===== src/rtl/core/shdg_pkg.sv =====
// shared types and codes for the sorted hash duplicate grouper
package shdg_pkg;

	localparam int HASH_W      = 64;
	localparam int ID_W        = 16;
	localparam int CNT_MAX_W   = 13;
	localparam int MAX_RESULTS = 64;
	localparam int NOUT_W      = 7;

	localparam logic [1:0] REQ_ADD   = 2'd0;
	localparam logic [1:0] REQ_LIST  = 2'd1;
	localparam logic [1:0] REQ_QUERY = 2'd2;

	localparam logic [2:0] ST_ADDED   = 3'd0;
	localparam logic [2:0] ST_MISSING = 3'd1;
	localparam logic [2:0] ST_FULL    = 3'd2;
	localparam logic [2:0] ST_GROUP   = 3'd3;
	localparam logic [2:0] ST_MATCH   = 3'd4;
	localparam logic [2:0] ST_NONE    = 3'd5;

	localparam logic [1:0] OP_RESULT = 2'd0;
	localparam logic [1:0] OP_INSERT = 2'd1;
	localparam logic [1:0] OP_LIST   = 2'd2;
	localparam logic [1:0] OP_QUERY  = 2'd3;

	typedef struct packed {
		logic [1:0]        req_type;
		logic [HASH_W-1:0] hash_value;
		logic              hash_present;
	} req_item_t;

	typedef struct packed {
		logic [2:0]      status;
		logic [ID_W-1:0] entry_id;
		logic            group_start;
		logic            last;
	} rsp_item_t;

	typedef struct packed {
		logic [1:0]           op;
		logic [2:0]           status;
		logic [HASH_W-1:0]    hash;
		logic [ID_W-1:0]      id;
		logic [CNT_MAX_W-1:0] cnt;
	} cmd_t;

endpackage


===== src/rtl/core/shdg_cmd_fifo.sv =====
// two-entry command queue between decode and table engine
module shdg_cmd_fifo (
	input  logic           clk,
	input  logic           arst_n,
	input  logic           push,
	input  shdg_pkg::cmd_t wdata,
	output logic           full,
	input  logic           pop,
	output shdg_pkg::cmd_t rdata,
	output logic           empty
);
	import shdg_pkg::*;

	cmd_t       mem_q [2];
	logic       wptr_q;
	logic       rptr_q;
	logic [1:0] fill_q;

	assign full  = fill_q == 2'd2;
	assign empty = fill_q == 2'd0;
	assign rdata = mem_q[rptr_q];

	always_ff @(posedge clk) begin
		if (push && !full) begin
			mem_q[wptr_q] <= wdata;
		end
	end

	always_ff @(posedge clk or negedge arst_n) begin
		if (!arst_n) begin
			wptr_q <= 1'b0;
			rptr_q <= 1'b0;
			fill_q <= 2'd0;
		end else begin
			if (push && !full) begin
				wptr_q <= !wptr_q;
			end
			if (pop && !empty) begin
				rptr_q <= !rptr_q;
			end
			fill_q <= fill_q + 2'((push && !full) ? 1 : 0) - 2'((pop && !empty) ? 1 : 0);
		end
	end

endmodule


===== config.mk =====
export PLATFORM = sky130hd
export DESIGN_NAME = shdg_cmd_fifo
export DESIGN_NICKNAME = d
export VERILOG_FILES = /design/src/rtl/core/shdg_pkg.sv /design/src/rtl/core/shdg_cmd_fifo.sv
export SDC_FILE = /design/constraint.sdc
export NUM_CORES = 1
export LEC_CHECK = 0
export ABC_AREA = 1
export BUFFER_PORTS_ARGS = -buffer_cell sky130_fd_sc_hd__buf_2
export CAP_MARGIN = 10
export CORE_MARGIN = 2
export CORE_UTILIZATION = 45
export DETAILED_ROUTE_END_ITERATION = 16
export HOLD_SLACK_MARGIN = 0.08
export PLACE_DENSITY = 0.71
export SYNTH_ARGS = -nofsm -noshare
export SYNTH_HDL_FRONTEND = slang
export SYNTH_SLANG_ARGS = --single-unit
export TNS_END_PERCENT = 5

===== constraint.sdc =====
create_clock -name clk -period 5.5 [get_ports clk]
set_input_delay 0 -clock clk [delete_from_list [all_inputs] [get_ports clk]]
set_output_delay 0 -clock clk [all_outputs]
set_load 0.05 [all_outputs]

==> metrics.cfg <==
[status]
outcome = completed

[clock_network]
cts_tree = done
path_clk_slew_ns = 0.07
cts.sinks = 200
cts_resized = 0
postCtsSetupRepairBufs = 0
cts_buffer_depth = 2
root_buffer = clkbuf_16
cts_buffers = 17
clk_latency_ns = 0.42
htreeDepth = 4

[route]
dr.pass1.iters = 4
via_count = 5075
post_drt_wl_per_cell_um = 15.25
routed_wl_um = 16440
drtIter0Drc = 306
drtAntennaViolNets = 0
remaining_drc_errors = 0
vias_per_cell = 4.708

[grt]
grt_overflow = 0
grtUsageMet2_pct = 34.12
grt_first_pass_wirelength_um = 25580
use_met3_pct = 5.421
grt_max_degree = 100
antenna_found_initial = 0
track_usage_pct = 18.97
grt-busiest-layer = met2
grt_util_met1_pct = 21.47
grt_pass1_vias = 5250

[hold_path]
hold_path_class = in -> reg
hold_depth = 2

[synth]
ys.flop_type = edfxtp_1
yosys-top-cells-area = edfxtp_1 (80%), nand2_1 (16%), dfrtp_1 (1.4%), buf_2 (1.1%), inv_1 (0.51%)
synth_area_leader_cell = edfxtp_1
synthesis.nets = 649
async_flop_share_pct = 2.000
ys_ff_latch = 200
synth.top_cell.area_share_pct = 80.07
synthTopCellsByCount = nand2_1 (307), edfxtp_1 (196), buf_2 (16), inv_1 (10), dfrtp_1 (4)
synthCells = 545
ys_seq_area_share_pct = 81.43
yosys_warnings = 0
syn_avg_cell_area_um2 = 13.49
synth_edf_count = 196
post-synth-top-count-cell = nand2_1
synthDistinctLibCells = 11
syn_area_mm2 = 0.007351

[worst_setup_path]
end_kind = output port
cp_num_buf_inv = 2
required_ns = 5.50
critPathMaxFanout = 99
cp_common_cell = nand2_1
cp_top_family = buffers and inverters
path_class = reg -> out
worstPathCellList = inv_4, nand2_1, nand2_1, buf_2
critPathLaunchType = flop
crit_cells = 4
arrival_ns = 2.57
rrSetupSlack_ns = 3.27
critPathSlowestCell = inv_4
reg2regPathDepth = 5
max_stage_delay_ns = 0.75

[timing]
skew_ns = 0.008811
fmax_ghz = 0.3888
fin_crit_sh_pct = 46.76
min_period_ns = 2.572
tns_ns = 0
hold_viol_final = 0
final_max_slew_viol_count = 0
tightest_slew_ns = 1.036
setup_viol = 0
rsz0062_at_grt = false
maxSlewHeadroom_pct = 30.93

[placed_design]
io_buffer_count = 201
dpl.hpwl_um = 9216
gp_congestion = 0.7428
dp_cells = 945

[job]
maxCapViolations = 0

[floorplanning]
dieWidth_um = 131.8
fp.coreArea_mm2 = 0.01594
num_rows = 46
fp.dieH_um = 131.8
io_pins = 202
initial_utilization_pct = 46.11
die_area_mm2 = 0.01737

[final_layout]
final_nets = 954
drive_gt1_share_pct = 27.03
syn2layout_area_growth_pct = 37.89
fillers = 1187
instances_no_fill = 1078
diodes = 0

[pwr]
leakage_nw = 4.377
p_per_area_mw_per_mm2 = 606.6
peakVddDrop_mv = 0.6129

-- layout by cell type, fill, tap and decap left out --
cell | Yosys | final
nand3_1 | 3 | 3
clkbuf_1 | 0 | 4
edfxtp_1 | 196 | 196
dlygate4sd3_1 | 0 | 102
nand2_1 | 307 | 307
clkinv_2 | 0 | 1
clkinvlp_4 | 0 | 3
inv_4 | 1 | 2
buf_2 | 16 | 201
dfrtp_4 | 0 | 1
ha_1 | 2 | 2
inv_1 | 10 | 9
clkinv_1 | 0 | 3
clkbuf_16 | 0 | 17
bufinv_16 | 0 | 3
dfrtp_1 | 4 | 3
nor2_4 | 0 | 1
buf_4 | 3 | 4
-- final timing paths --
path | start | endpoint
min in group asynchronous | arst_n | rptr_q$_DFFE_PN0P_
setup / recovery | rptr_q$_DFFE_PN0P_ | rdata[9]
hold / removal | wdata[40] | mem_q[0][40]$_DFFE_PP_
hold reg to reg | wptr_q$_DFFE_PN0P_ | wptr_q$_DFFE_PN0P_
max in group asynchronous | arst_n | rptr_q$_DFFE_PN0P_
setup reg to reg | fill_q[0]$_DFF_PN0_ | mem_q[0][83]$_DFFE_PP_
-- metrics by stage --
step                cell area (µm²)  total power [mW]  utilization [%]  hold WS (ns)  setup WS [ns]
floorplan                      7351             4.310                -       -0.2956         0.3075
global placement               8546             4.858            53.60       -0.1852          3.317
detailed placement             8546             4.909            53.60       -0.1812          3.263
CTS                           10140             6.183            63.58        0.2763          2.924
global route                  10140             6.428            63.58        0.2938          2.768
finish                        10140             6.149            63.58        0.3043          2.928
-- registers in the layout, indices dropped and copies added (netlist names) --
| signal | cells |
|---|---|
| mem_q | 196 |
| fill_q | 2 |
| rptr_q | 1 |
| wptr_q | 1 |
-- worst register-to-register path, delay by kind of cell (launching register included) --
kind	cells	cell delay, ns
flops	1	0.36
simple gates	2	0.23
buf+inv	3	1.24
-- metal layers --
metal,wire [µm],vias to the layer above,share of wire (%)
li1,-,2432,-
met5,0,-,0
met2,8589,186,52
met3,1081,30,6.6
met1,6405,2427,39
met4,361,0,2.2
-- final cells by class --
type	instances	area (µm²)	area share (%)
multi-input cells	313	1204	11.88
clock buffers	21	440.4	4.345
flip-flops and latches	200	5989	59.09
inverters	11	46.29	0.4567
repair buffers	307	2057	20.29
clock inverters	10	128.9	1.271
well taps	216	270.3	2.666
-- cell families after synthesis --
family                   share of synthesized area (%)
flip-flops                                       81.43
adder cells (fa/ha/maj)                         0.3404
AND/OR/NAND/NOR                                  15.93
buffers and inverters                            2.298
-- power by group --
part           leakage [nW]  switching (mW)  internal, mW
logic                  2.24            2.19         0.531
clock network         0.266           0.509         0.708
registers              1.87           0.132          2.08
-- timing repair --
item,in CTS,in global routing
hold buffers,102,0
setup endpoints to repair,0,0
hold endpoints to repair,202,0
Note: power is estimated with default switching activity, not from simulation.
