File: src/rtl/core/shdg_pkg.sv
// shared types and codes for the sorted hash duplicate grouper
package shdg_pkg;

	localparam int HASH_W      = 64;
	localparam int ID_W        = 16;
	localparam int CNT_MAX_W   = 13;
	localparam int MAX_RESULTS = 64;
	localparam int NOUT_W      = 7;

	localparam logic [1:0] REQ_ADD   = 2'd0;
	localparam logic [1:0] REQ_LIST  = 2'd1;
	localparam logic [1:0] REQ_QUERY = 2'd2;

	localparam logic [2:0] ST_ADDED   = 3'd0;
	localparam logic [2:0] ST_MISSING = 3'd1;
	localparam logic [2:0] ST_FULL    = 3'd2;
	localparam logic [2:0] ST_GROUP   = 3'd3;
	localparam logic [2:0] ST_MATCH   = 3'd4;
	localparam logic [2:0] ST_NONE    = 3'd5;

	localparam logic [1:0] OP_RESULT = 2'd0;
	localparam logic [1:0] OP_INSERT = 2'd1;
	localparam logic [1:0] OP_LIST   = 2'd2;
	localparam logic [1:0] OP_QUERY  = 2'd3;

	typedef struct packed {
		logic [1:0]        req_type;
		logic [HASH_W-1:0] hash_value;
		logic              hash_present;
	} req_item_t;

	typedef struct packed {
		logic [2:0]      status;
		logic [ID_W-1:0] entry_id;
		logic            group_start;
		logic            last;
	} rsp_item_t;

	typedef struct packed {
		logic [1:0]           op;
		logic [2:0]           status;
		logic [HASH_W-1:0]    hash;
		logic [ID_W-1:0]      id;
		logic [CNT_MAX_W-1:0] cnt;
	} cmd_t;

endpackage

File: src/rtl/core/shdg_front.sv
// request decode: id counter, entry count mirror and command build
module shdg_front #(
	parameter int MAX_ENTRIES = 64,
	parameter int ID_BITS     = 16
) (
	input  logic              clk,
	input  logic              arst_n,
	input  logic              req_valid,
	output logic              req_stall,
	input  shdg_pkg::req_item_t req_item,
	output logic              push,
	output shdg_pkg::cmd_t    cmd,
	input  logic              fifo_full
);
	import shdg_pkg::*;

	localparam int CNT_W = $clog2(MAX_ENTRIES + 1);

	logic [ID_BITS-1:0] next_id_q;
	logic [CNT_W-1:0]   count_q;
	logic               accept;
	logic               is_add;
	logic               do_insert;

	assign req_stall = fifo_full;
	assign accept    = req_valid && !fifo_full;
	assign is_add    = req_item.req_type == REQ_ADD;
	assign do_insert = is_add && req_item.hash_present && (count_q != CNT_W'(MAX_ENTRIES));
	assign push      = accept && (req_item.req_type == REQ_ADD || req_item.req_type == REQ_LIST ||
		req_item.req_type == REQ_QUERY);

	always_comb begin
		cmd        = '0;
		cmd.hash   = req_item.hash_value;
		cmd.cnt    = CNT_MAX_W'(count_q);
		cmd.id     = ID_W'(next_id_q);
		cmd.op     = OP_RESULT;
		cmd.status = ST_NONE;
		case (req_item.req_type)
			REQ_ADD: begin
				if (!req_item.hash_present) begin
					cmd.status = ST_MISSING;
				end else if (!do_insert) begin
					cmd.status = ST_FULL;
				end else begin
					cmd.op     = OP_INSERT;
					cmd.status = ST_ADDED;
				end
			end
			REQ_LIST: begin
				cmd.op = OP_LIST;
			end
			REQ_QUERY: begin
				if (req_item.hash_present) begin
					cmd.op = OP_QUERY;
				end else begin
					cmd.id = '0;
				end
			end
			default: begin
				cmd.op = OP_RESULT;
			end
		endcase
	end

	always_ff @(posedge clk or negedge arst_n) begin
		if (!arst_n) begin
			next_id_q <= '0;
			count_q   <= '0;
		end else if (accept && is_add) begin
			// id is consumed even when nothing is stored; counter saturates
			if (next_id_q != '1) begin
				next_id_q <= next_id_q + ID_BITS'(1);
			end
			if (do_insert) begin
				count_q <= count_q + CNT_W'(1);
			end
		end
	end

endmodule

File: config.mk
export PLATFORM = sky130hd
export DESIGN_NAME = shdg_front
export DESIGN_NICKNAME = d
export VERILOG_FILES = /design/src/rtl/core/shdg_pkg.sv /design/src/rtl/core/shdg_front.sv
export SDC_FILE = /design/constraint.sdc
export NUM_CORES = 1
export LEC_CHECK = 0
export CAP_MARGIN = 15
export CORE_AREA = 2 2 82 84
export CTS_CLUSTER_DIAMETER = 80
export DETAILED_ROUTE_END_ITERATION = 10
export DIE_AREA = 0 0 84 86
export DONT_BUFFER_PORTS = 1
export PLACE_DENSITY = 0.44
export SLEW_MARGIN = 20
export SYNTH_ARGS = -nofsm -noshare
export SYNTH_HDL_FRONTEND = slang
export SYNTH_SLANG_ARGS = --single-unit
File: constraint.sdc
create_clock -name clk -period 2.5 [get_ports clk]
set_input_delay 0.25 -clock clk [delete_from_list [all_inputs] [get_ports clk]]
set_output_delay 0.25 -clock clk [all_outputs]
set_load 0.03 [all_outputs]
==> results of run 1 <==
## timing repair
item                      4_1_cts  5_1_grt
buffers inserted                0        0
hold endpoints to repair       23        0
hold buffers                    2        0
## how the worst max path moves through the flow
stage,slack (ns),end,startpoint
finish,0.32,cmd[96],count_q[0]
global route,0.18,cmd[96],count_q[0]
CTS,0.30,cmd[96],count_q[0]
detailed placement,0.40,next_id_q[12],req_item[66]
global placement,0.42,next_id_q[12],req_item[66]
floorplan,0.52,next_id_q[12],req_item[66]
## flip-flops by register name, summed over array words and instances (netlist names)
register and cells:
count_q 7, next_id_q 16
## per-stage QoR
step / hold WS (ns) / utilization / total power, uW
global route: 0.350 / 0.242 / 1180
CTS: 0.338 / 0.241 / 1110
global placement: -0.0451 / 0.229 / 854
detailed placement: -0.0450 / 0.229 / 855
floorplan: -0.0456 / - / 998
finish: 0.345 / 0.242 / 1090
## cells in the final DEF (no fill, tap or decap), types with 2 or more instances in the layout
cell,synthesis,routed
xnor2_1,7,7
a21oi_1,3,3
dfrtp_1,23,23
clkbuf_8,0,3
o21ai_0,2,2
conb_1,1,6
mux2_1,2,2
nor2_1,11,11
nand2b_1,3,3
nor3_1,4,4
ha_1,3,3
inv_1,6,6
xor2_1,10,10
or3_1,2,2
a211oi_1,2,2
nand2_1,10,10
nor4_1,5,5
nand3_1,8,8
nand4_1,3,3
nor2b_1,16,16
buf_4,71,2
## critical path: stages, from the launching register on
cell and delay [ns]:
dfrtp_1 0.58, inv_1 0.13, ha_1 0.22, nor2b_1 0.15
nand3_1 0.12, nor2_1 0.04, nor2_1 0.44
## cell families after synthesis
logic type                 share of synthesized area
xor gates and xnor gates                      0.0808
and+or+nand+nor                                0.220
adders and majority gates                     0.0204
DFF                                            0.312
buffers and inverters                          0.306
other                                        0.00203
AOI/OAI and AO/OA                             0.0346
muxes                                         0.0238
## layout make-up
type	count	area, sq um
clock buffer	4	45.0
inverter	6	22.5
timing repair buffer	4	45.0
multi-input combinational	111	733
tap	77	96.3
sequential	23	576
fill	677	4760
## layer usage
layer,routed length (um),GRT usage,up-vias
li1,-,-,487
met1,1390,0.108,473
met2,1500,0.142,28
met3,254,0.0279,7
met4,73,0.0645,0
met5,0,0,-
## power breakdown
group	internal, uW	switching, uW	total [uW]
clock	114	120	234
combinational	89.1	182	271
sequential	435	149	584
total	638	451	1090
==> impl_metrics.toml, run 1 <==
[placement]
gp_congestion = 0.708
preCtsSetupSlack_ns = 0.400
postPlaceCellArea_sq_um = 1440
io_buffers = 0
place_inst = 219
dp_hpwl_um = 2350

[yosys]
async_reset_ff_frac = 1.00
ys_ff_latch = 23
synth_cells = 208
synth.avg_cell_area_sq_um = 8.86
synth_top_area_frac = 0.312
synth_ff_type = "dfrtp_1"
synth.area.top_cells = "dfrtp_1 31%, buf_4 29%, nor2b_1 5.4%"
yosysWarnings = 0
synth_edf_count = 0
netlist_area_sq_um = 1840
synth_common_cells = "71 x buf_4, 23 x dfrtp_1, 16 x nor2b_1"
yosys.area.top_type = "dfrtp_1"
synth_cell_types = 36
yosysMostFrequentCell = "buf_4"
ys_seq_area_frac = 0.312

[setup_path]
critical_path_required_ns = 2.25
r2r_setup_slack_ns = 0.65
rr_startpoint = "count_q[0]"
worstPathArrival_ns = 1.93
end_kind = "output port"
worstReg2RegEnd = "count_q[2]"
critPathMaxFanout = 4
startpoint_type = "flip-flop"
worstSetupPathType = "reg -> out"
r2r_cells = 7

[sta]
slew_headroom = 0.524
rsz0062_at_grt = "false"
maxSlewViolCount = 0
clock_skew_ns = 0.00216
setup_viol = 0
period_share = 0.873
fmax_mhz = 458
fin_ws_ns = 0.318
finalHoldViolCount = 0
tightest_slew_ns = 0.714
layout_min_cycle_time_ns = 2.18
tns_ns = 0

[grt]
overflow = 0
grt_max_degree = 24
grt_pass1_vias = 1055
grt_pass1_wl_um = 5260
antenna_found_initial = 0
grt_util_all_layers = 0.0914

[route]
antenna_left = 0
dr.first_iter.drc_count = 48
drt_pass1_iterations = 4
routed_via_density = 4.42
route.detailed.drc = 0
wl_per_cell_um = 14.3
dr_total_vias = 995
wl_um = 3220

[clock_network]
ctsResizeCount = 0
tritoncts = "built"
clockBufferDepth = 2
cts_made_buffers = 3
htreeDepth = 1
cts_sinks = 23
insertion_delay_ns = 0.26
path_clk_slew_ns = 0.08
cts_root_buf = "clkbuf_8"

[flow_run]
max_cap_violations = 0

[die]
start_util = 0.294
die_area_sq_um = 7220
coreArea_sq_um = 6280
pin_count = 171
die_x_um = 84
placementRows = 29
die_y_um = 86

[finish]
syn_to_final_growth_pct = -17.7
fin_nets = 223
final_cell_area_sq_um = 1520
final_cells = 225
drive_gt1_frac = 0.0878
insertedDiodeCount = 0

[hold_path]
hold_start = "req_item[66]"
hold_path_class = "in -> reg"
hold_end = "count_q[3]"
hold-path-cell-count = 3

[power]
ir_worst_vdd_v = 0.000258
p_per_area_nw_per_um2 = 717
leakagePower_uw = 0.000662

[outcome]
status = "completed"
(Power assumes the default switching activity.)
==> run 2: changes to the inputs <==
--- a/config.mk
+++ b/config.mk
@@ -6,12 +6,14 @@
 export NUM_CORES = 1
 export LEC_CHECK = 0
 export CAP_MARGIN = 15
+export CELL_PAD_IN_SITES_DETAIL_PLACEMENT = 0
+export CELL_PAD_IN_SITES_GLOBAL_PLACEMENT = 1
 export CORE_AREA = 2 2 82 84
 export CTS_CLUSTER_DIAMETER = 80
 export DETAILED_ROUTE_END_ITERATION = 10
 export DIE_AREA = 0 0 84 86
 export DONT_BUFFER_PORTS = 1
-export PLACE_DENSITY = 0.44
+export PLACE_DENSITY = 0.6
 export SLEW_MARGIN = 20
 export SYNTH_ARGS = -nofsm -noshare
 export SYNTH_HDL_FRONTEND = slang
==> run 2 against run 1 <==
  * Critical path depth stayed put
  * Sequential power is 3% lower
  * Register-to-register slack hardly changed
  * Fmax is 0.14% higher
  * Worst hold slack better by 0.0097 ns
  * Die area stayed put
  * Power is 0.79% higher
  * Largest cell class unchanged
==> impl_metrics.toml, run 2 (synthesis results as in run 1) <==
[grt]
grt_pass1_vias = 995
grt_max_degree = 24
overflow = 0
grt_pass1_wl_um = 4870
antenna_found_initial = 0
grt_util_all_layers = 0.0832

[finish]
mostFrequentLayoutCells = "23 x dfrtp_1, 16 x nor2b_1, 11 x nor2_1"
fin_nets = 225
largest_registers = "next_id_q x16, count_q x7"
final_common_cell = "dfrtp_1"
largest_reg_flops = 16
top_register = "next_id_q"
insertedDiodeCount = 0
drive_gt1_frac = 0.100
syn_to_final_growth_pct = -18.0
final_cell_area_sq_um = 1510
nFillCells = 699

[sta]
setup_viol = 0
rsz0062_at_grt = "false"
period_share = 0.872
tightest_slew_ns = 0.692
layout_min_cycle_time_ns = 2.18
fmax_mhz = 459
tns_ns = 0
maxSlewViolCount = 0
clock_skew_ns = 0.00202
slew_headroom = 0.525
finalHoldViolCount = 0

[die]
die_area_sq_um = 7220
placementRows = 29
die_y_um = 86
start_util = 0.294
pin_count = 171
die_x_um = 84
coreArea_sq_um = 6280

[route]
wl_per_cell_um = 13.5
dr_total_vias = 1054
dr.first_iter.drc_count = 40
wl_um = 3070
route.detailed.drc = 0
routed_via_density = 4.64
wl_met2_um = 1430
met1_length_um = 1310
route.met3.wl_um = 273
drt_pass1_iterations = 4
antenna_left = 0
topRoutingLayerUsed = "met4"

[placement]
gp_congestion = 0.744
postPlaceCellArea_sq_um = 1450
dp_hpwl_um = 2320
io_buffers = 0

[power]
clockPowerShare = 0.211
power.share.sequential = 0.514
switching_share = 0.412
p_switching_uw = 452
p_int_uw = 645
combPwrFrac = 0.275
ir_worst_vdd_v = 0.000193
leakagePower_uw = 0.000664
p_per_area_nw_per_um2 = 726

[clock_network]
cts_root_buf = "clkbuf_8"
post_cts_buffers = 0
hold_buffers = 1
tritoncts = "built"
path_clk_slew_ns = 0.08
cts_made_buffers = 3
ctsResizeCount = 0
insertion_delay_ns = 0.26
htreeDepth = 1
cts_sinks = 23
clockBufferDepth = 2

[setup_path]
worstSetupPathType = "reg -> out"
end_kind = "output port"
critPathMaxFanout = 4
startpoint_type = "flip-flop"
worstPathArrival_ns = 1.93
critical_path_required_ns = 2.25

[hold_path]
hold_path_class = "in -> reg"

[outcome]
status = "completed"

[flow_run]
max_cap_violations = 0
-- run 2: cell types whose count changed in the layout (fill, tap and decap cells not counted), sizes merged --
cell,delta
buf,+2
-- run 2: worst paths after layout --
path / startpoint / endpoint / slack, ns / cells after the start
min in group asynchronous: arst_n / next_id_q[8] / 0.52 / 2
min: req_item[66] / count_q[3] / 0.35 / 3
min reg2reg: next_id_q[15] / next_id_q[15] / 0.49 / 1
max in group asynchronous: arst_n / next_id_q[1] / 1.63 / 2
max reg2reg: count_q[0] / count_q[2] / 0.66 / 7
max: count_q[0] / cmd[96] / 0.32 / 6
-- run 2: critical path, stage by stage (launching register included) --
cell and delay [ns]:
dfrtp_1 0.58, inv_1 0.13, ha_1 0.21, nor2b_1 0.14, nand3_1 0.13, nor2_1 0.05
nor2_1 0.43
-- run 2: final cells by class --
type,instances,area [sq um],area share
Tap cell,77,96.3,0.0637
Timing Repair Buffer,6,45.0,0.0298
Sequential cell,23,576,0.381
Clock buffer,4,45.0,0.0298
Multi-Input combinational cell,111,727,0.481
Inverter,6,22.5,0.0149
-- run 2: power groups by stage --
stage	logic, uW	registers (uW)	clock network, uW
floorplan	426	572	0
global placement	295	572	0
detailed placement	299	572	0
CTS	309	566	244
global route	338	577	261
finish	302	564	231
-- run 2: through the flow --
stage / total power [uW] / hold slack (ns) / setup slack, ns / util / cells
5_1_grt: 1180 / 0.351 / 0.217 / 0.241 / 227
4_1_cts: 1120 / 0.343 / 0.291 / 0.240 / 226
6_report: 1100 / 0.354 / 0.321 / 0.241 / 227
3_5_place_dp: 871 / -0.0451 / 0.399 / 0.231 / 221
3_3_place_gp: 866 / -0.0450 / 0.411 / 0.231 / 221
2_1_floorplan: 998 / -0.0456 / 0.523 / - / 213
-- run 2: layer usage --
| layer | GRT usage | vias up |
|---|---|---|
| li1 | - | 493 |
| met1 | 0.0971 | 515 |
| met2 | 0.134 | 32 |
| met3 | 0.0250 | 14 |
| met4 | 0.0528 | 0 |
| met5 | 0 | - |
==> run 3: changes to the inputs <==
--- a/config.mk
+++ b/config.mk
@@ -13,7 +13,7 @@
 export DETAILED_ROUTE_END_ITERATION = 10
 export DIE_AREA = 0 0 84 86
 export DONT_BUFFER_PORTS = 1
-export PLACE_DENSITY = 0.6
+export PLACE_DENSITY_LB_ADDON = 0.1
 export SLEW_MARGIN = 20
 export SYNTH_ARGS = -nofsm -noshare
 export SYNTH_HDL_FRONTEND = slang
==> constraint.sdc (replaced) <==
create_clock -name clk -period 2 [get_ports clk]
set_input_delay 0.2 -clock clk [delete_from_list [all_inputs] [get_ports clk]]
set_output_delay 0.2 -clock clk [all_outputs]
set_load 0.03 [all_outputs]
==> run 3 against run 2 <==
  * Non-clock buffer count increased by 7
  * Routed wire length grew 27%
  * Sequential power grew 21%
  * Clock skew is essentially flat
  * Final cell count grew 3.1%
  * Critical path depth fell by 1
  * First-iteration DRC count fell by 35%
==> impl_metrics.toml, run 3 (synthesis results as in run 1) <==
[die]
start_util = 0.294
die_y_um = 86
placementRows = 29
die_area_sq_um = 7220
die_x_um = 84
coreArea_sq_um = 6280
pin_count = 171

[finish]
final_cells = 234
largest_reg_flops = 16
fin_nets = 232
final_cell_area_sq_um = 1580
final_common_cell = "dfrtp_1"
largest_registers = "next_id_q x16, count_q x7"
insertedDiodeCount = 0
mostFrequentLayoutCells = "23 x dfrtp_1, 16 x nor2b_1, 11 x nor2_1, 11 x buf_4"
syn_to_final_growth_pct = -14.3
drive_gt1_frac = 0.140
top_register = "next_id_q"

[grt]
grt_pass1_wl_um = 6280
antenna_found_initial = 0
overflow = 0
grt_pass1_vias = 1177
grt_max_degree = 24
grt_util_all_layers = 0.107

[sta]
tightest_slew_ns = 0.685
setup_viol = 0
period_share = 0.927
finalHoldViolCount = 0
fmax_mhz = 539
clock_skew_ns = 0.00163
maxSlewViolCount = 0
tns_ns = 0
layout_min_cycle_time_ns = 1.85
slew_headroom = 0.530
rsz0062_at_grt = "false"

[flow_run]
max_cap_violations = 0

[power]
leakagePower_uw = 0.000704
switching_share = 0.408
p_int_uw = 828
p_per_area_nw_per_um2 = 886
power.share.sequential = 0.486
p_switching_uw = 571
power.total_uw = 1400
ir_worst_vdd_v = 0.000381
combPwrFrac = 0.308
clockPowerShare = 0.206

[placement]
place_inst = 228
io_buffers = 0
postPlaceCellArea_sq_um = 1500
dp_hpwl_um = 3140
gp_congestion = 0.790

[route]
wl_um = 3920
dr_total_vias = 1111
route.detailed.drc = 0
antenna_left = 0
drt_pass1_iterations = 4
wl_per_cell_um = 16.7
dr.first_iter.drc_count = 26
routed_via_density = 4.75

[clock_network]
cts_made_buffers = 3
tritoncts = "built"
insertion_delay_ns = 0.26
clockBufferDepth = 2
path_clk_slew_ns = 0.08
cts_sinks = 23
cts_root_buf = "clkbuf_8"
post_cts_buffers = 0
htreeDepth = 1

[setup_path]
worstPathArrival_ns = 2.00
worstReg2RegEnd = "next_id_q[12]"
startpoint_type = "flip-flop"
critical_path_required_ns = 2.15
critPathMaxFanout = 5
rr_startpoint = "next_id_q[0]"
r2r_cells = 5
end_kind = "flip-flop"
worstSetupPathType = "reg -> reg"
r2r_setup_slack_ns = 0.15

[hold_path]
hold-path-cell-count = 3
hold_start = "req_item[66]"
hold_path_class = "in -> reg"
hold_end = "count_q[3]"

[outcome]
status = "completed"
## run 3: cell count changes in the layout (fill, tap and decap cells not counted)
cell,before,now
buf_4,4,11
buf_2,1,0
buf_12,0,1
## run 3: power by group through the flow
stage	clock network [uW]	logic, uW	registers [uW]
final	288	431	681
after global routing	327	476	700
after CTS	314	438	683
after detailed placement	0	418	693
after global placement	0	411	695
after floorplan	0	533	715
## run 3: area by class of cell
| cell class | count | area, sq um |
|---|---|---|
| Fill cell | 677 | 4700 |
| Sequential cell | 23 | 576 |
| Multi-Input combinational cell | 111 | 727 |
| Clock buffer | 4 | 45.0 |
| Timing Repair Buffer | 13 | 113 |
| Inverter | 6 | 22.5 |
| Tap cell | 77 | 96.3 |
## run 3: worst max-delay path by stage
stage / from / end / slack (ns) / cells after the start
floorplan: req_item[66] / next_id_q[12] / 0.07 / 5
global placement: req_item[66] / next_id_q[12] / 0.09 / 4
detailed placement: req_item[66] / next_id_q[12] / 0.04 / 4
CTS: next_id_q[0] / next_id_q[12] / 0.14 / 5
global route: next_id_q[0] / next_id_q[12] / 0.03 / 5
finish: next_id_q[0] / next_id_q[12] / 0.15 / 5
## run 3: per-stage QoR
| step | util | setup WS [ns] | hold slack [ns] |
|---|---|---|---|
| finish | 0.252 | 0.146 | 0.273 |
| global route | 0.252 | 0.0316 | 0.293 |
| floorplan | - | 0.0733 | -0.0956 |
| detailed placement | 0.240 | 0.0421 | -0.0945 |
| global placement | 0.240 | 0.0909 | -0.0948 |
| CTS | 0.252 | 0.143 | 0.257 |
## run 3: timing repair
action,in CTS,in global routing
hold buffers,2,0
endpoints found under the hold margin,23,0
resized for setup,0,0
setup endpoints to repair,0,0
## run 3: routing by layer
layer,part of all wire,track usage,routed length [um],up-vias
li1,-,-,-,506
met1,0.38,0.128,1500,502
met2,0.43,0.152,1690,57
met3,0.11,0.0356,450,46
met4,0.071,0.0968,280,0
met5,0,0,0,-
## run 3: worst max-delay path, cell delays in order, from the launching register on
cell and delay, ns:
dfrtp_1 0.42, ha_1 0.22, nand2_1 0.13, or3_4 0.39, nor3_1 0.25, mux2_1 0.34
